==> src/rtl/core/page_bitmap_allocator_core_macros.svh <==
// Assertion macros for the page bitmap allocator.
// Each macro expects signals named clk and rst in the module that uses it.
`ifndef PAGE_BITMAP_ALLOCATOR_CORE_MACROS_SVH
`define PAGE_BITMAP_ALLOCATOR_CORE_MACROS_SVH
`ifndef SYNTH
// General property, checked at every rising edge outside reset.
`define PBA_ASSERT(name, prop, msg) \
  name: assert property (@(posedge clk) disable iff (rst) prop) else $error(msg);
// Same-cycle implication.
`define PBA_ASSERT_IMPL(name, ante, cons, msg) \
  `PBA_ASSERT(name, (ante) |-> (cons), msg)
`else
`define PBA_ASSERT(name, prop, msg)
`define PBA_ASSERT_IMPL(name, ante, cons, msg)
`endif
`endif

==> src/rtl/core/pba_pkg.sv <==
package pba_pkg;

  // Operation codes.
  localparam logic [1:0] FUNC_SET   = 2'd0;
  localparam logic [1:0] FUNC_ALLOC = 2'd1;
  localparam logic [1:0] FUNC_FREE  = 2'd2;

  // Result status codes.
  localparam logic [2:0] STAT_OK          = 3'd0;
  localparam logic [2:0] STAT_ZERO        = 3'd1;
  localparam logic [2:0] STAT_MULTI       = 3'd2;
  localparam logic [2:0] STAT_NONE        = 3'd3;
  localparam logic [2:0] STAT_DOUBLE_FREE = 3'd4;
  localparam logic [2:0] STAT_RANGE       = 3'd5;

  // Page count register.
  localparam int             CNT_W     = 13;
  localparam logic [CNT_W-1:0] CNT_RESET = 13'd4096;

  typedef struct packed {
    logic [1:0]  func;
    logic [11:0] page_index;
    logic        mark_used;
    logic [11:0] pages_wanted;
  } req_t;

  typedef struct packed {
    logic [2:0]  status;
    logic [11:0] result_index;
  } rsp_t;

  typedef enum logic [2:0] {
    S_CLEAR,
    S_IDLE,
    S_DECODE,
    S_ADDR,
    S_MODIFY,
    S_SCAN
  } state_t;

endpackage

==> src/rtl/core/page_bitmap_allocator_core.sv <==
// Channel   Ports                         Handshake
// --------  ----------------------------  ---------------------------------------
// request   start, busy, request          taken when start is high and busy low
// result    done, result                  valid for the one cycle done is high
// config    cfg_valid, cfg_ready, cfg_data written when cfg_valid and cfg_ready
//
// Set and free: an in-range request passes the decode, address and modify states; done is
// registered from the last of them and busy is high until done rises. Allocate: the scan
// reads one bitmap word per cycle through the single read port (any WORD_BITS works).
// After reset a clearing pass writes all ones to the ceil(PAGES / WORD_BITS) bitmap words,
// one per cycle; busy stays high meanwhile, configuration writes are still taken.
// Results cannot be stalled; a new request is taken in the cycle its predecessor's result shows.
`include "page_bitmap_allocator_core_macros.svh"

module page_bitmap_allocator_core #(
  parameter int PAGES     = 4096,
  parameter int WORD_BITS = 32
) (
  input  logic                          clk,
  input  logic                          rst,
  input  logic                          start,
  output logic                          busy,
  input  pba_pkg::req_t                 request,
  output logic                          done,
  output pba_pkg::rsp_t                 result,
  input  logic                          cfg_valid,
  output logic                          cfg_ready,
  input  logic [pba_pkg::CNT_W-1:0]     cfg_data
);

  localparam int NWORDS = (PAGES + WORD_BITS - 1) / WORD_BITS;
  localparam int AW     = (NWORDS > 1) ? $clog2(NWORDS) : 1;
  localparam int BW     = (WORD_BITS > 1) ? $clog2(WORD_BITS) : 1;
  localparam int LIM_W  = ($clog2(PAGES + 1) > pba_pkg::CNT_W) ?
                          $clog2(PAGES + 1) : pba_pkg::CNT_W;
  localparam int CW     = LIM_W + 1;
  // Exact division of a 12-bit index by WORD_BITS through a reciprocal.
  localparam int DIV_S  = 12 + $clog2(WORD_BITS);
  localparam int DIV_M  = ((2 ** DIV_S) + WORD_BITS - 1) / WORD_BITS;
  localparam int PW     = 12 + DIV_S + 1;

  pba_pkg::state_t state, state_next;
  pba_pkg::req_t   req_q;

  logic [pba_pkg::CNT_W-1:0] pages_in_use;
  logic [CW-1:0]             lim;
  logic [11:0]               word_q;
  logic [BW-1:0]             bit_q;
  logic [AW-1:0]             clr_addr;
  logic [AW-1:0]             issue_addr;
  logic [CW-1:0]             issue_base;
  logic                      pend_v;
  logic [AW-1:0]             pend_addr;
  logic [CW-1:0]             pend_base;

  logic                 wr_en;
  logic [AW-1:0]        wr_addr;
  logic [WORD_BITS-1:0] wr_data;
  logic                 rd_en;
  logic [AW-1:0]        rd_addr;
  logic [WORD_BITS-1:0] rd_data;

  logic [PW-1:0]        quot_prod;
  logic [11:0]          word_calc;
  logic [11:0]          rem_calc;
  logic [WORD_BITS-1:0] bit_mask;
  logic                 zero_found;
  logic [BW-1:0]        zero_pos;
  logic [WORD_BITS-1:0] zero_mask;
  logic                 issue_ok;
  logic                 hit;
  logic                 scan_issue;
  logic                 fin;
  logic [2:0]           fin_status;
  logic [11:0]          fin_index;

  // Bitmap storage.
  pba_ram #(
    .WIDTH (WORD_BITS),
    .DEPTH (NWORDS)
  ) u_bitmap (
    .clk     (clk),
    .wr_en   (wr_en),
    .wr_addr (wr_addr),
    .wr_data (wr_data),
    .rd_en   (rd_en),
    .rd_addr (rd_addr),
    .rd_data (rd_data)
  );

  // Effective page count, capped at the bitmap size.
  assign lim = (CW'(pages_in_use) > CW'(PAGES)) ? CW'(PAGES) : CW'(pages_in_use);

  assign busy      = (state != pba_pkg::S_IDLE);
  assign cfg_ready = 1'b1;

  // Word number and bit position of the requested page.
  assign quot_prod = PW'(req_q.page_index) * PW'(DIV_M);
  assign word_calc = 12'(quot_prod >> DIV_S);
  assign rem_calc  = req_q.page_index - 12'(word_q * 24'(WORD_BITS));
  assign bit_mask  = WORD_BITS'(1) << bit_q;

  // Lowest free page in the word under examination.
  always_comb begin
    zero_pos = '0;
    for (int i = WORD_BITS - 1; i >= 0; i--) begin
      if (!rd_data[i]) begin
        zero_pos = BW'(i);
      end
    end
  end
  assign zero_found = ~&rd_data;
  assign zero_mask  = WORD_BITS'(1) << zero_pos;

  // Scan control.
  assign issue_ok = (issue_base < lim);
  assign hit      = pend_v && zero_found && ((pend_base + CW'(zero_pos)) < lim);

  // Next state.
  always_comb begin
    state_next = state;
    unique case (state)
      pba_pkg::S_CLEAR: begin
        if (clr_addr == AW'(NWORDS - 1)) begin
          state_next = pba_pkg::S_IDLE;
        end
      end
      pba_pkg::S_IDLE: begin
        if (start) begin
          state_next = pba_pkg::S_DECODE;
        end
      end
      pba_pkg::S_DECODE: begin
        priority if ((req_q.func == pba_pkg::FUNC_SET || req_q.func == pba_pkg::FUNC_FREE)
                     && (CW'(req_q.page_index) < lim)) begin
          state_next = pba_pkg::S_ADDR;
        end else if (req_q.func == pba_pkg::FUNC_ALLOC && req_q.pages_wanted == 12'd1) begin
          state_next = pba_pkg::S_SCAN;
        end else begin
          state_next = pba_pkg::S_IDLE;
        end
      end
      pba_pkg::S_ADDR: begin
        state_next = pba_pkg::S_MODIFY;
      end
      pba_pkg::S_MODIFY: begin
        state_next = pba_pkg::S_IDLE;
      end
      pba_pkg::S_SCAN: begin
        if (hit || !issue_ok) begin
          state_next = pba_pkg::S_IDLE;
        end
      end
      default: begin
        state_next = pba_pkg::S_IDLE;
      end
    endcase
  end

  // Memory accesses and completion.
  always_comb begin
    wr_en      = 1'b0;
    wr_addr    = AW'(word_q);
    wr_data    = rd_data;
    rd_en      = 1'b0;
    rd_addr    = AW'(word_q);
    scan_issue = 1'b0;
    fin        = 1'b0;
    fin_status = pba_pkg::STAT_OK;
    fin_index  = req_q.page_index;
    unique case (state)
      pba_pkg::S_CLEAR: begin
        wr_en   = 1'b1;
        wr_addr = clr_addr;
        wr_data = '1;
      end
      pba_pkg::S_DECODE: begin
        priority if (req_q.func == pba_pkg::FUNC_SET || req_q.func == pba_pkg::FUNC_FREE) begin
          if (CW'(req_q.page_index) >= lim) begin
            fin        = 1'b1;
            fin_status = pba_pkg::STAT_RANGE;
          end
        end else if (req_q.func == pba_pkg::FUNC_ALLOC) begin
          if (req_q.pages_wanted == 12'd0) begin
            fin        = 1'b1;
            fin_status = pba_pkg::STAT_ZERO;
          end else if (req_q.pages_wanted != 12'd1) begin
            fin        = 1'b1;
            fin_status = pba_pkg::STAT_MULTI;
          end
        end else begin
          // Undefined operation: echo the index with a good status.
          fin = 1'b1;
        end
      end
      pba_pkg::S_ADDR: begin
        rd_en = 1'b1;
      end
      pba_pkg::S_MODIFY: begin
        fin = 1'b1;
        if (req_q.func == pba_pkg::FUNC_SET) begin
          wr_en   = 1'b1;
          wr_data = req_q.mark_used ? (rd_data | bit_mask) : (rd_data & ~bit_mask);
        end else if (!rd_data[bit_q]) begin
          fin_status = pba_pkg::STAT_DOUBLE_FREE;
        end else begin
          wr_en   = 1'b1;
          wr_data = rd_data & ~bit_mask;
        end
      end
      pba_pkg::S_SCAN: begin
        if (hit) begin
          fin       = 1'b1;
          fin_index = 12'(pend_base + CW'(zero_pos));
          wr_en     = 1'b1;
          wr_addr   = pend_addr;
          wr_data   = rd_data | zero_mask;
        end else if (!issue_ok) begin
          fin        = 1'b1;
          fin_status = pba_pkg::STAT_NONE;
        end else begin
          scan_issue = 1'b1;
          rd_en      = 1'b1;
          rd_addr    = issue_addr;
        end
      end
      default: begin
      end
    endcase
  end

  // Control registers.
  always_ff @(posedge clk) begin
    if (rst) begin
      state        <= pba_pkg::S_CLEAR;
      clr_addr     <= '0;
      pend_v       <= 1'b0;
      done         <= 1'b0;
      pages_in_use <= pba_pkg::CNT_RESET;
    end else begin
      state <= state_next;
      done  <= fin;
      if (state == pba_pkg::S_CLEAR) begin
        clr_addr <= clr_addr + AW'(1);
      end
      if (cfg_valid) begin
        pages_in_use <= cfg_data;
      end
      if (state == pba_pkg::S_DECODE) begin
        pend_v <= 1'b0;
      end else if (scan_issue) begin
        pend_v <= 1'b1;
      end
    end
  end

  // Request, address and scan datapath registers.
  always_ff @(posedge clk) begin
    if (state == pba_pkg::S_IDLE && start) begin
      req_q <= request;
    end
    if (state == pba_pkg::S_DECODE) begin
      word_q     <= word_calc;
      issue_addr <= '0;
      issue_base <= '0;
    end
    if (state == pba_pkg::S_ADDR) begin
      bit_q <= BW'(rem_calc);
    end
    if (scan_issue) begin
      issue_addr <= issue_addr + AW'(1);
      issue_base <= issue_base + CW'(WORD_BITS);
      pend_addr  <= issue_addr;
      pend_base  <= issue_base;
    end
    if (fin) begin
      result.status       <= fin_status;
      result.result_index <= fin_index;
    end
  end

  `PBA_ASSERT_IMPL(a_done_idle, done, !busy, "result strobe while a request is in work")
  `PBA_ASSERT(a_accept_busy, (start && !busy) |=> busy, "accepted request did not raise busy")
  `PBA_ASSERT_IMPL(a_no_write_idle, state == pba_pkg::S_IDLE, !wr_en, "bitmap write while idle")
  `PBA_ASSERT_IMPL(a_scan_write, wr_en && state == pba_pkg::S_SCAN, pend_v, "claim without word")

endmodule

==> src/rtl/core/pba_ram.sv <==
module pba_ram #(
  parameter int WIDTH = 32,
  parameter int DEPTH = 128
) (
  input  logic                                     clk,
  input  logic                                     wr_en,
  input  logic [((DEPTH > 1) ? $clog2(DEPTH) : 1)-1:0] wr_addr,
  input  logic [WIDTH-1:0]                         wr_data,
  input  logic                                     rd_en,
  input  logic [((DEPTH > 1) ? $clog2(DEPTH) : 1)-1:0] rd_addr,
  output logic [WIDTH-1:0]                         rd_data
);

  logic [WIDTH-1:0] mem [DEPTH];

  // One write port, one registered read port.
  always_ff @(posedge clk) begin
    if (wr_en) begin
      mem[wr_addr] <= wr_data;
    end
    if (rd_en) begin
      rd_data <= mem[rd_addr];
    end
  end

endmodule

==> config.mk <==
export PLATFORM = sky130hd
export DESIGN_NAME = page_bitmap_allocator_core
export DESIGN_NICKNAME = d
export VERILOG_FILES = /design/src/rtl/core/pba_pkg.sv /design/src/rtl/core/page_bitmap_allocator_core.sv /design/src/rtl/core/pba_ram.sv
export VERILOG_INCLUDE_DIRS = /design/src /design/src/rtl/core
export SDC_FILE = /design/constraint.sdc
export NUM_CORES = 2
export LEC_CHECK = 0
export ABC_AREA = 1
export BUFFER_PORTS_ARGS = -buffer_cell sky130_fd_sc_hd__buf_2
export CELL_PAD_IN_SITES_DETAIL_PLACEMENT = 0
export CELL_PAD_IN_SITES_GLOBAL_PLACEMENT = 2
export CORE_MARGIN = 2
export CORE_UTILIZATION = 46
export CTS_BUF_LIST = sky130_fd_sc_hd__clkbuf_8
export DETAILED_ROUTE_END_ITERATION = 8
export PLACE_DENSITY_LB_ADDON = 0.1
export SLEW_MARGIN = 10
export SYNTH_ARGS = -nofsm -noshare
export SYNTH_HDL_FRONTEND = slang
export SYNTH_SLANG_ARGS = --single-unit
==> constraint.sdc <==
create_clock -name clk -period 9.9 [get_ports clk]
set_clock_uncertainty 0.1 [all_clocks]
set_input_delay 1.98 -clock clk [delete_from_list [all_inputs] [get_ports clk]]
set_output_delay 1.98 -clock clk [all_outputs]
set_load 0.01 [all_outputs]
After elaboration in Yosys (flattened, before gate mapping):

Memories as Yosys holds them, arrays and structs flattened. A register that Yosys moved wholly into a read port is not among the register bits.
Index checks and enable logic that the tools add are counted.

* $add $sub $neg: 5
* order comparisons: 6
* equality and inequality tests: 14
* shift-type cells: 2
* muxes and demuxes: 85
* bitwise operators: 4
* reduce and logical (&&, ||, !) cells: 16

Operators with widths (number)
* $mux 5: 32
* $mux 32: 4
* $pmux 32 s3: 1
* $or 32x32->32: 2
* $shl 1x5->32 const A: 2
* $mux 7: 6
* $and 32x32->32: 1
* $not 32->32: 1
* $reduce_and 32->1: 1
* $lt 14x13->1: 2
* $mux 14: 2
* $mux 3: 9
* $mux 12: 2
* $mux 1: 16
* $pmux 3 s5: 1
* $add 14x5->14: 1
* $add 14x6->14 const B: 1
* $add 7x1->7 const B: 2
* $pmux 7 s2: 1
* $ge 12x13->1: 1
* $gt 13x13->1 const B: 1
* $lt 12x13->1: 1
* $mux 13: 1
* $eq 12x1->1 const B: 1
* other kinds (25): 40

* bits in registers: 121
* memory bits (writable): 4096
* input port bits: 44
* output and inout port bits: 18
* word-level logic and storage cells: 150
* memories: 1

Memory list
* u_bitmap.mem: depth 128, width 32, read ports 1, clocked after Yosys merged registers in 1, wr ports 1, line pba_ram.sv:14 `logic [WIDTH-1:0] mem [DEPTH];`

Logic depth before layout (Yosys ltp):

* word-level depth: 39
* gate-level depth with buffers: 53
* mapped depth without buffers: 51

Modules after synthesis:

A second synthesis with hierarchy kept.

* cells, all modules: 14428
* area total of the unflattened synthesis: 172685.6 µm²

Modules (own cells, without submodules)
* pba_ram: times used 1, cells each 13389, area each 164954.5 µm², seq. area each 123958.9 µm²
* page_bitmap_allocator_core: times used 1, cells each 1039, area each 7731.2 µm², seq. area each 3083.0 µm²

Least setup slack after synthesis:

OpenSTA, ideal clock, no wires.

* path type: reg-to-reg
* start: register u_bitmap.rd_data[30], read port of u_bitmap.mem
* end: memory u_bitmap.mem[0][4], data pin
* library setup time: 0.953 ns
* data arrival time: 6.967 ns
* data required time: 8.847 ns
* path slack: 1.880 ns
* stages on the path, launching flop included: 45
* buffers on the path: 1
* period minus slack after synthesis: 8.020 ns
* path through: edfxtp_1 > nand2_1 > nand2_1 > nand2_1 > nand2_1 > nand2_1 > nand2_1 > nand2_1 > nand2_1 > nand2_1 > nand2_1 > nand2_1 > nand2_1 > nand2_1 > nand2_1 > nand2_1 > nand2_1 > nand2_1 > [9 not listed] > nand2_1 > nand2_1 > nand2_1 > nand2_1 > nand2_1 > nand2_1 > nand2_1 > nand2_1 > nand2_1 > nand2_1 > nand2_2 > nand2_4 > nor2_2 > inv_1 > nor2_1 > clkbuf_1 > nand2_1 > a32oi_1

* cells in the longest elaborated chain, start to end: 36
* elaborated cells between the ends (all ways): 45
* those cells by class: 1 x add/sub; 1 x order compare; 1 x shift; 37 x mux; 1 x bitwise; 4 x reduce/logical

RTL lines
* start, declared: line pba_ram.sv:11 `output logic [WIDTH-1:0] rd_data`
* $mux 5 (31 in a row): line page_bitmap_allocator_core.sv:107 `if (!rd_data[i]) begin`
* $add 14x5->14
* $lt 14x13->1: line page_bitmap_allocator_core.sv:117 `assign hit = pend_v && zero_found && ((pend_base + CW'(zero_pos)) < lim);`
* $logic_and 1x1->1: line page_bitmap_allocator_core.sv:117
* $mux 32: line page_bitmap_allocator_core.sv:212 `if (hit) begin`
* $pmux 32 s3 *: line page_bitmap_allocator_core.sv:171 `unique case (state)`
* net u_bitmap.wr_data[4]: line pba_ram.sv:8 `input logic [WIDTH-1:0] wr_data,`
* end, declared: line pba_ram.sv:14

Mark *: on every way through the listed nets, which the timed path passes. The rest lies on a longest branch. The select of a mux whose other input is x is not followed.

Final worst setup path:

* start: register u_bitmap.rd_data[31], read port of u_bitmap.mem
* end: register u_bitmap.rd_data[10], read port of u_bitmap.mem, data pin

* cells in the longest elaborated chain, start to end: 37
* elaborated cells between the ends (all ways): 42
* those cells by class: 1 x add/sub; 1 x order compare; 36 x mux; 4 x reduce/logical

RTL lines (line)
* $mux 5 (32 in a row): page_bitmap_allocator_core.sv:107
* $add 14x5->14
* $lt 14x13->1: page_bitmap_allocator_core.sv:117
* $logic_and 1x1->1 *: page_bitmap_allocator_core.sv:117
* $mux 1 or $mux 7 (tied branches): page_bitmap_allocator_core.sv:212
* $pmux 1 s2 or $mux 7 (tied branches): page_bitmap_allocator_core.sv:171

Every way passes the cells marked *; elsewhere a longest branch is shown, timed or not.
A chain may end at the register's enable or synchronous reset.

==> results.md <==
- After the last flow step, the layout net total stands at 14600.
- The total power after layout is 33.8 mW.
- The clock sink count is 4239.
- 62 I/O pins were placed.
- Setup repair after global routing left no endpoint under its margin.
- The post-layout minimum cycle time is 8.63 ns.
- For this design, the slowest cell found on the critical path is sky130_fd_sc_hd__buf_4.
- The clock latency reported for the late side of the worst-skew pair is 1.27 ns.
- The ratio of cells with drive above 1 in the final layout is 9.68%.
- The congestion estimate from routability-driven global placement came to 0.921.
- The number of DRC markers after the initial detailed-route iteration is 15400.
- The hold violation total from the final report is 0.
- The routed layout has 123000 vias.
- Summing every instance area after synthesis gives 175000 um2.
- The number of flops mapped to enable cells by yosys is 4214.
- The number of nets in the synthesized netlist is 14600.
- In this run, the clock network consumes 41.9% of the power.
- The clock passes through at most 4 buffers.
- Net switching is 21.6% of the power.
- Dividing the detail-routed via count by the number of cells gives 6.10.
- TritonCTS built the clock tree.
- The async set-or-reset flop fraction in the synthesized netlist is 0%.
- For met1 alone, demand over resource in global routing was 42.7%.
- The path type of the worst setup path is reg -> reg.
- In this design, the critical path's most frequently occurring cell is sky130_fd_sc_hd__nand2_1.
- The average instance area after synthesis is 12.1 um2.
- The first global-routing pass estimated 861 mm of wire.
- The number of different library cells used by synthesis comes to 55.
- The longest individual stage delay on the worst path is 0.79 ns.
- The number of non-filler instances in the completed layout is 20100.
- Of the post-synthesis cell area, the dominant cell type holds 72.3%.
- For this run, the detailed router's first-pass iteration total came to 6.
- Of all cell types, the one taking the most synthesized area is sky130_fd_sc_hd__edfxtp_1.
- The flow ran to the end, and the final reports show no timing, DRC or antenna violations.
- The placeable core region is 379000 um2.
- Clock-pin slew was measured on the worst setup and hold paths at 0.07 ns.
- The met2 usage in global routing is 47.4%.
- The overflow left after global routing is 0.
- The leading register cell type out of synthesis is sky130_fd_sc_hd__edfxtp_1.
- Of the synthesized area, sequential elements account for 72.5%.
- Once the floorplan was initialized, standard cells occupied 46.2% of the core.
- The fill cell total of the finished layout is 33000.
- The die area is 386000 um2.
- In the routed design, unresolved DRC markers number 0.
- In this run the tool buffered the top-level ports with 60 buffer cells.
- Counting flops and latches in the post-synthesis netlist gives 4239.
- Post-CTS repair changed the size of 0 cells.
- The vertical extent of the die is 621 um.
- The total global routing track utilization is 30.6%.
- The share of power burned in combinational logic is 0.5%.
- The number of clock buffers inserted by TritonCTS is 710.
- The setup TNS after final layout is 0 ns.
- The share of total power dissipated in sequential elements is 57.6%.
- The most used routing layer in global routing is met2.
- The ratio of total power to cell area is 174 nW/um2.
- The number of antenna violations at the first check in global routing is 41.
- Relative to the synthesized area, the layout overhead comes to 10.9%.
- The routed wire length is 608 mm.
- The final critical-path share of the clock period is 87.2%.
- The count of yosys warnings during synthesis is 0.
- The buffers inserted during post-CTS setup optimization is 0.
- In the post-synthesis netlist, the biggest area contributors are sky130_fd_sc_hd__edfxtp_1 72%, sky130_fd_sc_hd__nand3_1 16%, sky130_fd_sc_hd__nand2_1 5.8%.
- The kind of end point of the critical path is a flip-flop.
- The total setup violations reported at the end of the flow is 0.
- For this design, the CTS-stage hold fixing added 0 buffers.
- The critical path launch point type is a flip-flop.
- The internal power is 26.5 mW.
- By count the netlist is led by 5726 x sky130_fd_sc_hd__nand3_1, 4214 x sky130_fd_sc_hd__edfxtp_1, 2714 x sky130_fd_sc_hd__nand2_1.
- The leakage power figure is 66.3 nW.
- The number of levels in the clock H-tree is 6.
- The HPWL after detailed placement is 334 mm.
- At the worst endpoint, the arrival time is 9.61 ns.
- The maximum fanout encountered on the critical timing path is 156.
- The number of global-route vias before repair came to 117000.
- The maximum number of pins on one net before global-route repair is 176.
- The reported net switching power is 7.28 mW.
- The number of instances in the synthesized netlist is 14500.
- Dividing the detail-routed wire length by the instance count gives 30.3 um.
- The total instance count after detailed placement is 18800.
- The transition time at the pin with the least slew margin is 1.30 ns.
- The die is 621 um wide.
- The tree is rooted in a sky130_fd_sc_hd__clkbuf_8.
- The total number of placement rows is 226.
- The worst min-delay path category is reg -> reg.
- The number of maximum-capacitance violations is 0.
- IR analysis of the VDD net gives a maximum drop of 0.116 mV.
- STA puts the critical path data required time at 10.88 ns.
- The top achievable clock speed is 0.116 GHz.
- For this run, global-route usage on met3 was measured as 5.75%.
- The final number of max-transition violations is 0.
- The max-slew headroom at the worst pin is 13.5%.
- The count of nets left with antenna violations once routing finished came out at 0.
- The most common cell in the synthesized netlist is sky130_fd_sc_hd__nand3_1.
cells by family (layout without fill, tap and decap cells):
family	Yosys count	count (layout)	synth area share, %
adder cells (fa/ha/maj)	34	34	0.243
flip-flops	4239	4239	72.5
XOR/XNOR	5	5	0.0250
other	1	12	0.00214
AND/OR/NAND/NOR	8765	8765	23.0
AO/OA/AOI/OAI	241	241	0.812
buffers and inverters	1235	1784	3.39
routing by layer:
metal	vias up	share of wire, %
met3	1004	9.2
met2	6097	46
met1	62100	41
li1	53500	-
met5	-	0.0035
met4	4	4.3
placed cells by master (no fill, tap or decap), drive strengths merged, types with 8 or more instances in the layout:
master,Yosys,final
a21oi,68,68
a22oi,10,10
a31oi,9,9
buf,916,423
clkbuf,201,730
clkinv,5,228
clkinvlp,0,17
dfxtp,25,25
diode,0,11
edfxtp,4214,4214
ha,34,34
inv,113,379
nand2,2721,2721
nand3,5729,5729
nand4,17,17
nor2,247,247
nor3,33,33
nor4,8,8
o211ai,9,9
o21ai,103,103
o31ai,8,8
worst max-delay path: cells and delay by family, from the launching register on:
kind,cells,cell delay (ns)
flip-flops,1,0.40
AND/OR/NAND/NOR,47,5.38
buffers and inverters,4,1.92
layout make-up:
| class | count | area (um2) | area share, % |
|---|---|---|---|
| well taps | 5016 | 6280 | 3.23 |
| clock inverters | 513 | 2430 | 1.25 |
| diodes | 11 | 27.5 | 0.0142 |
| clock buffers | 730 | 10000 | 5.17 |
| multi-input cells | 9046 | 43600 | 22.4 |
| inverters | 118 | 483 | 0.249 |
| repair buffers | 423 | 4400 | 2.26 |
| flip-flops and latches | 4239 | 127000 | 65.4 |
worst paths after layout:
check	startpoint	to	slack, ns	cells after the start
hold / removal	issue_addr[6]	pend_addr[6]	0.37	0
setup / recovery	u_bitmap.rd_data[31]	u_bitmap.rd_data[10]	1.27	51
hold reg to reg	issue_addr[6]	pend_addr[6]	0.37	0
setup reg to reg	u_bitmap.rd_data[31]	u_bitmap.rd_data[10]	1.27	51
metrics by stage:
stage | hold slack (ns) | cell area, um2 | setup slack [ns] | utilization, %
floorplan | 0.326 | 175000 | 1.88 | -
global placement | 0.340 | 181000 | 1.34 | 47.8
detailed placement | 0.354 | 182000 | 1.63 | 47.9
CTS | 0.365 | 194000 | 1.60 | 51.2
global route | 0.392 | 194000 | 0.949 | 51.3
finish | 0.367 | 194000 | 1.27 | 51.3
power by group through the flow:
stage | sequential [mW] | clock, mW | combinational [mW]
global placement | 19.8 | 0 | 0.153
finish | 19.5 | 14.1 | 0.156
floorplan | 19.8 | 0 | 0.0537
detailed placement | 19.8 | 0 | 0.154
global route | 19.5 | 15.1 | 0.162
CTS | 19.5 | 14.4 | 0.155
sequential cells by signal (all words and copies together) (netlist names):
signal,count
u_bitmap.mem,4096
u_bitmap.rd_data,32
req_q,27
result,15
pages_in_use,13
issue_base,9
pend_base,9
clr_addr,7
issue_addr,7
pend_addr,7
word_q,7
bit_q,5
state,3
done,1
pend_v,1
No activity file was read; power rests on OpenSTA's default activity.
